--- src/rtl/bcpi_pkg.sv ---
`timescale 1ns / 1ps
// ----------------------------------------------------------------------------
// bcpi_pkg
// Shared types, constants and helpers of the box collision push and
// integrate block.
// ----------------------------------------------------------------------------
package bcpi_pkg;

  localparam int unsigned FRAC_BITS = 16;
  localparam int unsigned ONE_FIX   = 1 << FRAC_BITS;

  localparam int unsigned POS_W    = 32;
  localparam int unsigned SIZE_W   = 31;
  localparam int unsigned GAIN_W   = 16;
  localparam int unsigned THR_W    = 16;
  localparam int unsigned GAIN_SHIFT = 15;
  localparam int unsigned PEN_W    = 35;
  localparam int unsigned MAG_W    = 34;
  localparam int unsigned SAT_W    = 36;
  localparam int unsigned MUL_W    = 33;
  localparam int unsigned PROD_W   = 64;
  localparam int unsigned THR2_W   = 2 * THR_W;
  localparam int unsigned CFG_IDX_W  = 3;
  localparam int unsigned CFG_DATA_W = 32;

  localparam int unsigned IN_DATA_W  = 128;
  localparam int unsigned IN_USER_W  = 3;
  localparam int unsigned OUT_DATA_W = 136;

  localparam logic [SIZE_W-1:0] SIZE_RST = SIZE_W'(ONE_FIX);
  localparam logic [GAIN_W-1:0] GAIN_RST = GAIN_W'(1 << GAIN_SHIFT);
  localparam logic [THR_W-1:0]  THR_RST  = THR_W'((ONE_FIX + 500) / 1000);

  typedef enum logic [1:0] {
    CMD_BLOCK = 2'd0,
    CMD_TICK  = 2'd1,
    CMD_SETV  = 2'd2,
    CMD_ADDV  = 2'd3
  } cmd_e;

  typedef enum logic [2:0] {
    DIR_NONE  = 3'd0,
    DIR_LEFT  = 3'd1,
    DIR_RIGHT = 3'd2,
    DIR_DOWN  = 3'd3,
    DIR_UP    = 3'd4
  } dir_e;

  typedef enum logic [CFG_IDX_W-1:0] {
    CFG_BODY_WIDTH  = 3'd0,
    CFG_BODY_HEIGHT = 3'd1,
    CFG_OFFSET_X    = 3'd2,
    CFG_OFFSET_Y    = 3'd3,
    CFG_FRICTION    = 3'd4,
    CFG_STOP_THR    = 3'd5
  } cfg_idx_e;

  typedef struct packed {
    logic load;
    logic pen;
    logic mag;
    logic sel;
    logic vel;
    logic tpos;
    logic tfx;
    logic tfy;
    logic tthr;
    logic tsqx;
    logic tstop;
    logic out_load;
  } dp_ctrl_t;

  function automatic logic signed [POS_W-1:0] sat32(input logic signed [SAT_W-1:0] v);
    logic signed [SAT_W-1:0] hi;
    logic signed [SAT_W-1:0] lo;
    hi = SAT_W'({1'b0, {(POS_W-1){1'b1}}});
    lo = -hi - SAT_W'(1);
    if (v > hi) begin
      return {1'b0, {(POS_W-1){1'b1}}};
    end else if (v < lo) begin
      return {1'b1, {(POS_W-1){1'b0}}};
    end
    return v[POS_W-1:0];
  endfunction

endpackage

--- src/rtl/bcpi_ctrl.sv ---
`timescale 1ns / 1ps
// ----------------------------------------------------------------------------
// bcpi_ctrl
// Sequencer that walks one item at a time through the datapath steps and
// owns the output valid flag.
// ----------------------------------------------------------------------------
module bcpi_ctrl (
  input  logic              clk_i,
  input  logic              rst_ni,
  input  logic              in_valid_i,
  input  bcpi_pkg::cmd_e    in_cmd_i,
  output logic              in_ready_o,
  output logic              out_valid_o,
  input  logic              out_ready_i,
  output bcpi_pkg::dp_ctrl_t ctrl_o
);
  import bcpi_pkg::*;

  typedef enum logic [11:0] {
    ST_IDLE  = 12'b0000_0000_0001,
    ST_PEN   = 12'b0000_0000_0010,
    ST_MAG   = 12'b0000_0000_0100,
    ST_SEL   = 12'b0000_0000_1000,
    ST_VEL   = 12'b0000_0001_0000,
    ST_TPOS  = 12'b0000_0010_0000,
    ST_TFX   = 12'b0000_0100_0000,
    ST_TFY   = 12'b0000_1000_0000,
    ST_TTHR  = 12'b0001_0000_0000,
    ST_TSQX  = 12'b0010_0000_0000,
    ST_TSTOP = 12'b0100_0000_0000,
    ST_DONE  = 12'b1000_0000_0000
  } state_e;

  state_e state_q, state_d;
  logic   out_valid_q, out_valid_d;
  logic   load_out;

  always_comb begin
    state_d  = state_q;
    load_out = 1'b0;
    unique case (state_q)
      ST_IDLE: begin
        if (in_valid_i) begin
          unique case (in_cmd_i)
            CMD_BLOCK: state_d = ST_PEN;
            CMD_TICK:  state_d = ST_TPOS;
            default:   state_d = ST_VEL;
          endcase
        end
      end
      ST_PEN:   state_d = ST_MAG;
      ST_MAG:   state_d = ST_SEL;
      ST_SEL:   state_d = ST_DONE;
      ST_VEL:   state_d = ST_DONE;
      ST_TPOS:  state_d = ST_TFX;
      ST_TFX:   state_d = ST_TFY;
      ST_TFY:   state_d = ST_TTHR;
      ST_TTHR:  state_d = ST_TSQX;
      ST_TSQX:  state_d = ST_TSTOP;
      ST_TSTOP: state_d = ST_DONE;
      ST_DONE: begin
        if (!out_valid_q || out_ready_i) begin
          load_out = 1'b1;
          state_d  = ST_IDLE;
        end
      end
      default:  state_d = ST_IDLE;
    endcase
  end

  always_comb begin
    out_valid_d = out_valid_q & ~out_ready_i;
    if (load_out) begin
      out_valid_d = 1'b1;
    end
  end

  always_ff @(posedge clk_i or negedge rst_ni) begin
    if (!rst_ni) begin
      state_q     <= ST_IDLE;
      out_valid_q <= 1'b0;
    end else begin
      state_q     <= state_d;
      out_valid_q <= out_valid_d;
    end
  end

  assign in_ready_o  = (state_q == ST_IDLE);
  assign out_valid_o = out_valid_q;

  assign ctrl_o.load     = (state_q == ST_IDLE) && in_valid_i;
  assign ctrl_o.pen      = (state_q == ST_PEN);
  assign ctrl_o.mag      = (state_q == ST_MAG);
  assign ctrl_o.sel      = (state_q == ST_SEL);
  assign ctrl_o.vel      = (state_q == ST_VEL);
  assign ctrl_o.tpos     = (state_q == ST_TPOS);
  assign ctrl_o.tfx      = (state_q == ST_TFX);
  assign ctrl_o.tfy      = (state_q == ST_TFY);
  assign ctrl_o.tthr     = (state_q == ST_TTHR);
  assign ctrl_o.tsqx     = (state_q == ST_TSQX);
  assign ctrl_o.tstop    = (state_q == ST_TSTOP);
  assign ctrl_o.out_load = load_out;

endmodule

--- config.mk ---
export PLATFORM = sky130hd
export DESIGN_NAME = bcpi_ctrl
export DESIGN_NICKNAME = d
export VERILOG_FILES = /design/src/rtl/bcpi_pkg.sv /design/src/rtl/bcpi_ctrl.sv
export SDC_FILE = /design/constraint.sdc
export NUM_CORES = 1
export LEC_CHECK = 0
export BUFFER_PORTS_ARGS = -buffer_cell sky130_fd_sc_hd__buf_2
export CAP_MARGIN = 10
export CORE_MARGIN = 5
export CORE_UTILIZATION = 51
export DETAILED_ROUTE_END_ITERATION = 7
export HOLD_SLACK_MARGIN = 0.15
export PLACE_DENSITY_LB_ADDON = 0.12
export SLEW_MARGIN = 0
export SYNTH_ARGS = -nofsm -noshare
export SYNTH_HDL_FRONTEND = slang
export SYNTH_SLANG_ARGS = --single-unit
--- constraint.sdc ---
create_clock -name clk_i -period 2.4 [get_ports clk_i]
set_input_delay 0.24 -clock clk_i [delete_from_list [all_inputs] [get_ports clk_i]]
set_output_delay 0.24 -clock clk_i [all_outputs]
set_load 0.005 [all_outputs]
==> results.txt, run 1 <==
The critical path starts at state_q[4]. CTS saw 13 sinks. The combined buffer and inverter count along the critical path was 1; the critical path data required time was 2.16 ns.

The share of final-layout standard cells stronger than drive strength 1 is 0.3627. The core utilization of the finished layout is 0.6553. The detail route stage leaves a number of antenna-violating nets equal to 0. Maximum cell stage delay along the critical path: 0.58 ns.

The share of the synthesized area in the top cell type was 0.3738; the via count of the first global-routing pass was 669. The floorplan has 14 rows. The transition time of the tightest slew-check pin was 0.4427 ns; the post-synthesis net count was 84. After routing, the total negative slack on setup checks comes to 0 ns.

Traced cell by cell, the critical path runs through or4_4 -> or3_1 -> nor3b_2 -> buf_2. Element type at the critical path start: a flip-flop. Worst-case headroom to the max-slew limit: 0.7021. The count of pins over their slew limit was 0. The cell area reported after detailed placement was 894.6 um^2. Most used flip-flop cell after synthesis: sky130_fd_sc_hd__dfrtp_1. The reported max-cap violation count is 0. From bottom edge to top edge, the die measures 49.69 um. For this run, the post-layout net count is 109. The critical path endpoint category was an output pin.

The first global-routing pass estimated 2.849 mm of wire. For the total wire length, the log shows 1.657 mm. In this design, the largest share of critical-path delay is due to simple AND/OR/NAND/NOR gates. The first routing iteration left 8 violations. Setup repair after global routing left no endpoint under its margin. The congestion estimate from routability-driven global placement came to 0.8075. The run finished with clean final reports.

The part of the Yosys area used for sequential elements was 0.4065; the total half-perimeter wirelength after legalization and detailed placement was 1.229 mm. Path category of the worst min-delay check: in2reg. The overall power after layout was 0.0007356 W. The port buffer count was 19.

The commonest cells after synthesis are sky130_fd_sc_hd__dfrtp_1, sky130_fd_sc_hd__nor2_1, sky130_fd_sc_hd__and4b_1, sky130_fd_sc_hd__nor3b_1, sky130_fd_sc_hd__nor2b_1. In this run the count of I/O pins placed on the die edge is 20. Static timing analysis puts the maximum clock frequency at 436.0 MHz. Final cycle utilization of the critical path: 0.9557. The startpoint identified for the worst hold timing path is out_ready_i. The largest net degree at the start of global routing came out at 14.

The die covers 0.002469 mm^2. TritonCTS built the clock tree. The antenna diode count was 0. The synthesized design spends more area on one cell type than any other, namely sky130_fd_sc_hd__dfrtp_1. For the number of buffers inserted during clock tree synthesis, the log shows 3. The launch instance of the worst register-to-register path is state_q[0]. Clock latency on the worst-skew pair, taken at its later pin, is 0.28 ns.

Maximum level of the CTS H-tree: 1. Count of cell instances traversed by the critical path: 4. The number of endpoints with negative hold slack in the final report was 0.

The run gives 4 as the first-pass iteration count of the detailed router. The run gives 0.5332 as the starting density of the core. The share of async-settable or async-resettable flops after synthesis was 1.000; the routed wire length per instance was 14.04 um. The initial antenna violation count is 0, and the power density relative to cell area is 745.1 mW/mm^2.

The leakage power figure came out at 0.5168 nW. The largest individual stage delay along the critical path comes from the cell sky130_fd_sc_hd__or4_4. The final-layout fill cell count is 128, and the number of cells traversed by the worst register-to-register path is 5.

The synthesized instance count is 78, and the total congestion overflow is 0. Setup violations remaining at the end of the flow were counted as 0. Summing all non-filler instances in the final layout gives an area of 987.2 um^2. The most common cell in the netlist is sky130_fd_sc_hd__dfrtp_1.

After synthesis the netlist holds a flip-flop and latch count of 13. Sorting the synthesized cells by area gives the leading types as sky130_fd_sc_hd__dfrtp_1, sky130_fd_sc_hd__and4b_1, sky130_fd_sc_hd__nor3b_1. In this run the worst path has a maximum fanout of 7. Final period demand of the worst path: 2.294 ns.

The type of the worst setup path was reg2out. Yosys mapped the design onto 32 distinct sky130hd cell types. The synthesized area divided by synthesized cell count came out at 10.30 um^2. After layout, the worst setup slack is 0.1062 ns. The cell sitting at the root of the clock tree is a sky130_fd_sc_hd__clkbuf_4. The critical path ends at ctrl_o[10].

Summing every instance area after synthesis gives 803.3 um^2. The via density per instance came out at 5.932. Counting along the longest clock path gives a buffer depth of 2. Data on the critical path arrives at its endpoint at 2.05 ns. The number of enable flip-flop cells after synthesis works out to 0. Post-CTS timing repair inserted 0 buffers for setup.

The tools report the global-route usage over all layers as 0.1486. The tools report the post-detailed-route DRC marker count as 0. The tools report the endpoint of the worst-slack reg-to-reg timing path as state_q[0].

The die is 49.69 um wide. The logs give 0.001506 mm^2 for the core outline area and 700 for the number of vias after detailed routing. The relative area change from synthesis to final layout is 22.90%, and the worst slack at placement is 0.3501 ns. Across all register-to-register paths, the minimum setup slack is 0.48 ns.

For the number of warnings printed during yosys synthesis, the log shows 0. Clock-pin slew was measured on the worst setup and hold paths at 0.07 ns. The clock arrives with 0.0003534 ns of skew. The worst-case IR drop observed on VDD is 0.4295 mV.
## worst min-delay path by stage
| stage | slack, ns | end | depth (start not counted) |
|---|---|---|---|
| floorplan | -0.06 | out_valid_o | 0 |
| global route | 0.27 | out_valid_o | 3 |
| global placement | 0.14 | state_q[7] | 1 |
| CTS | 0.26 | out_valid_o | 3 |
| finish | 0.27 | out_valid_o | 3 |
| detailed placement | 0.14 | state_q[7] | 1 |
## final cells by class
| cell class | instances | area, um^2 | area share |
|---|---|---|---|
| timing repair buffer | 23 | 135.1 | 0.1369 |
| sequential | 13 | 330.3 | 0.3346 |
| multi-input combinational | 58 | 460.4 | 0.4664 |
| inverter | 4 | 15.01 | 0.01521 |
| tap | 16 | 20.02 | 0.02028 |
| clock buffer | 4 | 26.28 | 0.02662 |
## what timing repair did
| item | in CTS | in global routing |
|---|---|---|
| endpoints found under the hold margin | 16 | 0 |
| gates resized for setup | 0 | 6 |
| hold buffers | 4 | 0 |
| endpoints found under the setup margin | 0 | 3 |
## where the power goes
part / switching (W) / internal, W / total, W
Clock: 0.0000699 / 0.0000646 / 0.000135
Combinational: 0.000158 / 0.000149 / 0.000308
Sequential: 0.0000438 / 0.000250 / 0.000294
Total: 0.000272 / 0.000463 / 0.000736
## registers in the layout, summed over array words and instances, names as in the netlist
name,cells
state_q,12
out_valid_o,1
## cell families (layout without fill, tap and decap cells)
kind of cell,Yosys count,in the layout,share of synthesized area
AND/OR/NAND/NOR,52,52,0.4782
flip-flops,13,13,0.4066
XOR/XNOR,3,3,0.03272
buffers and inverters,7,31,0.04828
AO/OA/AOI/OAI,3,3,0.03427
## worst register-to-register path, cell delays in order (launching register included)
cell and delay (ns):
sky130_fd_sc_hd__dfstp_2 0.62, sky130_fd_sc_hd__nor4_4 0.08, sky130_fd_sc_hd__and2_1 0.20, sky130_fd_sc_hd__a221o_2 0.36
sky130_fd_sc_hd__or4b_1 0.48, sky130_fd_sc_hd__o31ai_1 0.10
## layer usage
layer / GRT usage / vias up / part of all wire / wire [um]
met1: 0.1801 / 327 / 0.41 / 683
met3: 0.03313 / 6 / 0.074 / 122
li1: - / 344 / - / -
met2: 0.2352 / 23 / 0.48 / 803
met4: 0.09170 / 0 / 0.029 / 48
met5: 0 / - / 0 / 0
## placed cells by master (no fill, tap or decap), drive strengths merged, types with 2 or more instances in the layout
cell / n
or4: 3
buf: 19
nand2b: 2
clkbuf: 4
and3: 3
nand4: 4
nand2: 2
or3: 2
dlygate4sd3: 4
and4b: 6
nor4: 5
dfrtp: 12
xnor2: 3
nor2: 7
inv: 4
nor3b: 6
nor3: 2
nor2b: 5
## metrics by stage
stage	hold WS [ns]	std cells
finish	0.2651	118
global route	0.2729	118
CTS	0.2596	118
detailed placement	0.1416	110
global placement	0.1383	110
floorplan	-0.05559	78
Power figures use the tool's default switching activity.
==> inputs of run 2 (changes only) <==
CORE_MARGIN = 2   (was 5)
==> results.txt, run 2 (synthesis results as in run 1) <==
The core utilization of the finished layout is 0.6697 (was 0.6553). The number of endpoints with negative hold slack in the final report was 0 (unchanged); the maximum achievable frequency was 435.4 MHz (was 436.0 MHz). For the largest net degree at the start of global routing, the log shows 14 (unchanged). The area of all placed cells without fillers came out at 997.2 um^2 (was 987.2 um^2). The run gives 0.7179 (was 0.7021) as the worst-case headroom to the max-slew limit.

The antenna diode count was 0 (unchanged); the relative area change from synthesis to final layout was 24.14% (was 22.90%). The critical path endpoint category is an output pin (unchanged). Commonest non-fill, non-tap cell in the layout: sky130_fd_sc_hd__buf_2 (unchanged).

Most frequent cells in the layout: sky130_fd_sc_hd__buf_2, sky130_fd_sc_hd__dfrtp_1, sky130_fd_sc_hd__nor2_1 (unchanged). The tools report the clock tree buffer depth as 2 (unchanged). The share of final-layout standard cells stronger than drive strength 1 was 0.3883 (was 0.3627).

The tools report the root buffer cell as sky130_fd_sc_hd__clkbuf_4 (unchanged). The maximum level of the CTS H-tree was 1 (unchanged); the maximum cell stage delay along the critical path was 0.58 ns (about the same). The first-pass iteration count of the detailed router is 4 (unchanged).

The port buffer count is 19 (unchanged), and the leakage power figure is 0.5231 nW (was 0.5168 nW). For the core outline area, the log shows 0.001489 mm^2 (was 0.001506 mm^2). For the critical path data required time, the log shows 2.16 ns (about the same).

The clock insertion delay at the later pin of the skew report is 0.28 ns (about the same). For the worst IR drop on VDD, the log shows 0.4376 mV (was 0.4295 mV). The height of the die works out to 43.69 um (was 49.69 um). The initial antenna violation count is 0 (unchanged). The run finished with clean final reports.

The global-route usage over all layers came out at 0.2066 (was 0.1486). The run gives 110 (was 109) as the post-layout net count. The tools report the number of standard cells in the final layout excluding fillers as 119 (was 118). The reported max-cap violation count was 0 (unchanged).

The type of the worst setup path is reg2out (unchanged). The full die area came out at 0.001908 mm^2 (was 0.002469 mm^2). Setup repair after global routing left no endpoint under its margin.

The final-report setup violation count was 0 (unchanged); the number of top-level pins was 20 (unchanged). The power density relative to cell area works out to 754.7 mW/mm^2 (was 745.1 mW/mm^2). The x dimension of the die works out to 43.69 um (was 49.69 um). Worst slack at placement: 0.3350 ns (was 0.3501 ns). Count of pins over their slew limit: 0 (unchanged). The final-layout fill cell count was 124 (was 128); the final worst slack was 0.1032 ns (was 0.1062 ns).

The first-iteration detailed-routing DRC count is 12 (was 8), and the clock transition time at the flip-flop clock pins of the worst setup and hold paths is 0.08 ns (was 0.07 ns). Element type at the critical path start: a flip-flop (unchanged). The routability-driven placement congestion ratio is 0.7853 (was 0.8075). The total negative setup slack came out at 0 ns (unchanged). Sequential cell area: 331.6 um^2 (was 330.3 um^2). The register name with the most flops was state_q (unchanged).

Cells traversed along the worst timing path: or4_4 -> or3_1 -> nor3b_2 -> buf_2 (unchanged). The transition time of the tightest slew-check pin was 0.4193 ns (was 0.4427 ns). The total wire length came out at 1.653 mm (was 1.657 mm). The number of vias after detailed routing was 720 (was 700). The starting density of the core was 0.5395 (was 0.5332); the setup clock skew after layout was 0.0005527 ns (was 0.0003534 ns). The tools report the arrival time at the worst endpoint as 2.06 ns (was 2.05 ns). Category of cells accounting for the largest share of critical-path delay: simple AND/OR/NAND/NOR gates (unchanged). Path category of the worst min-delay check: in2reg (unchanged). The total half-perimeter wirelength after legalization and detailed placement was 1.240 mm (was 1.229 mm). The via count of the first global-routing pass was 669 (unchanged); the routed wire length per instance was 13.89 um (was 14.04 um). The post-detailed-route DRC marker count was 0 (unchanged); the final period demand of the worst path was 2.297 ns (was 2.294 ns). The flip-flop count of the largest register after layout came out at 12 (unchanged). Via density per instance: 6.050 (was 5.932). The number of buffers inserted during clock tree synthesis was 3 (unchanged); the total congestion overflow was 0 (unchanged). The total clock sinks is 13 (unchanged). The tools report the area of combinational cells with multiple inputs as 460.4 um^2 (unchanged). TritonCTS built the clock tree. The tools report the total placed cells including tap cells as 110 (unchanged). The cell with the largest stage delay on the worst path was sky130_fd_sc_hd__or4_4 (unchanged).

The first-pass GRT wire length was 2.898 mm (was 2.849 mm); the top fanout value on the critical path was 6 (was 7). The combined buffer and inverter count along the critical path is 1 (unchanged), and the final cycle utilization of the critical path is 0.9570 (was 0.9557). The row count was 14 (unchanged). The cell area reported after detailed placement was 894.6 um^2 (unchanged); the final antenna-violating net count was 0 (unchanged).
==> run 2: worst register-to-register path: stages, from the launching register on <==
cell	delay, ns
sky130_fd_sc_hd__dfstp_2	0.61
sky130_fd_sc_hd__nor4_4	0.08
sky130_fd_sc_hd__and2_1	0.21
sky130_fd_sc_hd__a221o_2	0.36
sky130_fd_sc_hd__or4b_1	0.48
sky130_fd_sc_hd__o31ai_1	0.09
==> run 2: final timing paths <==
path / to / start / cells after the start / slack (ns)
min in group asynchronous: state_q[7] / rst_ni / 2 / 0.36
min reg2reg: state_q[10] / state_q[8] / 1 / 0.53
min: out_valid_o / out_ready_i / 3 / 0.25
max: ctrl_o[10] / state_q[4] / 4 / 0.10
max in group asynchronous: state_q[0] / rst_ni / 2 / 1.77
max reg2reg: state_q[0] / state_q[0] / 5 / 0.48
==> run 2: repair_timing <==
action / CTS / global route
hold endpoints to repair: 16 / 0
buffers inserted: 0 / 1
endpoints found under the setup margin: 0 / 3
hold buffers: 4 / 0
gates resized for setup: 0 / 7
==> run 2: final cells by class <==
| cell class | instances | share of cell area |
|---|---|---|
| Clock inverter | 1 | 0.005019 |
| Multi-Input combinational cell | 58 | 0.4617 |
| Timing Repair Buffer | 24 | 0.1430 |
| Sequential cell | 13 | 0.3325 |
| Clock buffer | 3 | 0.02258 |
| Tap cell | 16 | 0.02008 |
| Inverter | 4 | 0.01506 |
==> run 2: power by group <==
part	switching, W	internal (W)
sequential	0.0000433	0.000250
combinational	0.000169	0.000153
clock	0.0000758	0.0000620
total	0.000288	0.000465
==> run 2: stage by stage <==
stage          power [W]  hold slack, ns
2_1_floorplan  0.0004970        -0.05559
3_3_place_gp   0.0005719          0.1367
3_5_place_dp   0.0005775          0.1428
4_1_cts        0.0007250          0.2460
5_1_grt        0.0008099          0.2790
6_report       0.0007526          0.2469
==> run 2: routing by layer <==
layer / share of wire / vias to the layer above / global-route usage / wire length [um]
met4: 0.025 / 0 / 0.1273 / 42
met5: 0 / - / 0 / 0
li1: - / 348 / - / -
met2: 0.48 / 18 / 0.3235 / 797
met1: 0.45 / 349 / 0.2706 / 741
met3: 0.043 / 5 / 0.02500 / 71
==> inputs of run 3 (changes only) <==
BUFFER_PORTS_ARGS = -buffer_cell sky130_fd_sc_hd__buf_4   (was -buffer_cell sky130_fd_sc_hd__buf_2)
==> results.txt, run 3 (synthesis results as in run 1) <==
The worst IR drop on VDD came out at 0.4809 mV (was 0.4376 mV). The run gives 0 (unchanged) as the post-detailed-route DRC marker count. The total wire length is 1.757 mm (was 1.653 mm), and the number of buffers inserted during clock tree synthesis is 3 (unchanged).

Type of the worst setup path: reg2out (unchanged). Global-route usage over all layers: 0.2178 (was 0.2066). The tools report the startpoint of the worst setup timing path as state_q[4] (unchanged). The maximum level of the CTS H-tree was 1 (unchanged); the final worst slack was 0.07228 ns (was 0.1032 ns). The run gives 3.070 mm (was 2.898 mm) as the first-pass GRT wire length. The port buffer count was 19 (unchanged).

The largest net degree at the start of global routing is 14 (unchanged), and the clock insertion delay at the later pin of the skew report is 0.29 ns (was 0.28 ns). The final period demand of the worst path is 2.328 ns (was 2.297 ns), and the transition time of the tightest slew-check pin is 0.5239 ns (was 0.4193 ns). The total negative setup slack is 0 ns (unchanged). The tools report the first-iteration detailed-routing DRC count as 16 (was 12).

The hold path depth is 3 (unchanged). The run gives 14 (unchanged) as the row count. The via count of the first global-routing pass came out at 674 (was 669). The relative area change from synthesis to final layout came out at 28.35% (was 24.14%). The root buffer cell was sky130_fd_sc_hd__clkbuf_4 (unchanged). The count of pins over their slew limit is 0 (unchanged), and the number of endpoints with negative hold slack in the final report is 0 (unchanged). The final cycle utilization of the critical path works out to 0.9699 (was 0.9570). The number of top-level pins was 20 (unchanged); the share of final-layout standard cells stronger than drive strength 1 was 0.3786 (was 0.3883). The post-route worst hold slack was 0.2465 ns (was 0.2469 ns); the via density per instance was 6.118 (was 6.050). The number of cells traversed by the worst register-to-register path was 6 (was 5).

Register name with the most flops: state_q (unchanged). The routability-driven placement congestion ratio is 0.8557 (was 0.7853), and the routed wire length per instance is 14.76 um (was 13.89 um). Post-layout net count: 110 (unchanged). Setup repair after global routing left no endpoint under its margin.

Full die area: 0.001908 mm^2 (unchanged). The antenna diode count was 0 (unchanged). The final-layout fill cell count came out at 131 (was 124).

Launch instance of the worst register-to-register path: state_q[0] (unchanged). The run gives 0.3859 ns (was 0.3350 ns) as the worst slack at placement. Height of the die: 43.69 um (unchanged).

The leakage power figure is 0.5231 nW (about the same), and the setup clock skew after layout is 0.003830 ns (was 0.0005527 ns). The total half-perimeter wirelength after legalization and detailed placement is 1.295 mm (was 1.240 mm). The run finished with clean final reports. The tools report the arrival time at the worst endpoint as 2.09 ns (was 2.06 ns). The top fanout value on the critical path came out at 7 (was 6). The starting density of the core is 0.5395 (unchanged), and the power density relative to cell area is 735.5 mW/mm^2 (was 754.7 mW/mm^2). Element type at the critical path start: a flip-flop (unchanged).

The run gives 4 (unchanged) as the first-pass iteration count of the detailed router. The x dimension of the die was 43.69 um (unchanged); the total congestion overflow was 0 (unchanged). The path category of the worst min-delay check was in2reg (unchanged). Total clock sinks: 13 (unchanged).

The flip-flop count of the largest register after layout was 12 (unchanged). Most frequent cells in the layout: sky130_fd_sc_hd__buf_4, sky130_fd_sc_hd__dfrtp_1, sky130_fd_sc_hd__nor2_1 (was sky130_fd_sc_hd__buf_2, sky130_fd_sc_hd__dfrtp_1, sky130_fd_sc_hd__nor2_1). The final-report setup violation count came out at 0 (unchanged). TritonCTS built the clock tree. The final antenna-violating net count was 0 (unchanged).

The commonest non-fill, non-tap cell in the layout was sky130_fd_sc_hd__buf_4 (was sky130_fd_sc_hd__buf_2). The maximum achievable frequency is 429.6 MHz (was 435.4 MHz). The critical path data required time was 2.16 ns (about the same); the clock tree buffer depth was 2 (unchanged).

The hold path startpoint was out_ready_i (unchanged). The critical path endpoint category is an output pin (unchanged). The clock transition time at the flip-flop clock pins of the worst setup and hold paths works out to 0.08 ns (about the same). The worst-case headroom to the max-slew limit is 0.6475 (was 0.7179), and the number of vias after detailed routing is 728 (was 720). The run gives 0.001489 mm^2 (unchanged) as the core outline area. The reported max-cap violation count was 0 (unchanged).

For the initial antenna violation count, the log shows 0 (unchanged).
[run 3: cell count changes in the layout (fill, tap and decap cells not counted)]
cell	before	now
sky130_fd_sc_hd__nor4_4	3	2
sky130_fd_sc_hd__buf_4	1	20
sky130_fd_sc_hd__buf_2	19	0
sky130_fd_sc_hd__nor4_2	0	1
sky130_fd_sc_hd__nor3b_2	1	0
sky130_fd_sc_hd__nor3b_1	5	6
[run 3: worst max-delay path: stages (launching register included)]
cell                      delay (ns)
sky130_fd_sc_hd__dfrtp_2        0.46
sky130_fd_sc_hd__or4_4          0.58
sky130_fd_sc_hd__or3_1          0.41
sky130_fd_sc_hd__nor3b_1        0.21
sky130_fd_sc_hd__buf_4          0.14
[run 3: routing by layer]
metal  vias to the layer above  track usage  routed length (um)
li1                        343            -                   -
met1                       352       0.2785                 745
met2                        28       0.3618                 869
met3                         5      0.02500                 106
met4                         0       0.1091                  36
met5                         -            0                   0
[run 3: cell type report]
type	count	area (um^2)	area share
Tap cell	16	20.02	0.01942
Multi-Input combinational cell	58	446.7	0.4333
Sequential cell	13	331.6	0.3216
Clock buffer	3	22.52	0.02184
Clock inverter	1	5.005	0.004854
Inverter	4	15.01	0.01456
Timing Repair Buffer	24	190.2	0.1845
[run 3: where the power goes]
group	total, W	internal, W	switching, W
combinational	0.000331	0.000164	0.000167
clock	0.000139	0.0000620	0.0000768
sequential	0.000288	0.000250	0.0000388
total	0.000758	0.000476	0.000282
[run 3: timing repair]
action	CTS	global route
hold buffers	4	0
endpoints found under the hold margin	16	0
setup endpoints to repair	0	3
buffers inserted	0	0
resized for setup	0	5
[run 3: worst paths after layout]
check / endpoint / slack (ns)
max reg2reg: state_q[0] / 0.39
min reg2reg: state_q[10] / 0.53
min: out_valid_o / 0.25
max in group asynchronous: state_q[0] / 1.82
min in group asynchronous: state_q[5] / 0.35
max: ctrl_o[10] / 0.07
[run 3: metrics by stage]
step           instance area (um^2)  cells  total power [W]    util
2_1_floorplan                 803.3     78        0.0004970       -
3_3_place_gp                  949.7    111        0.0005983  0.6378
3_5_place_dp                  949.7    111        0.0006041  0.6378
4_1_cts                        1017    119        0.0007515  0.6832
5_1_grt                        1031    119        0.0008112  0.6924
6_report                       1031    119        0.0007583  0.6924
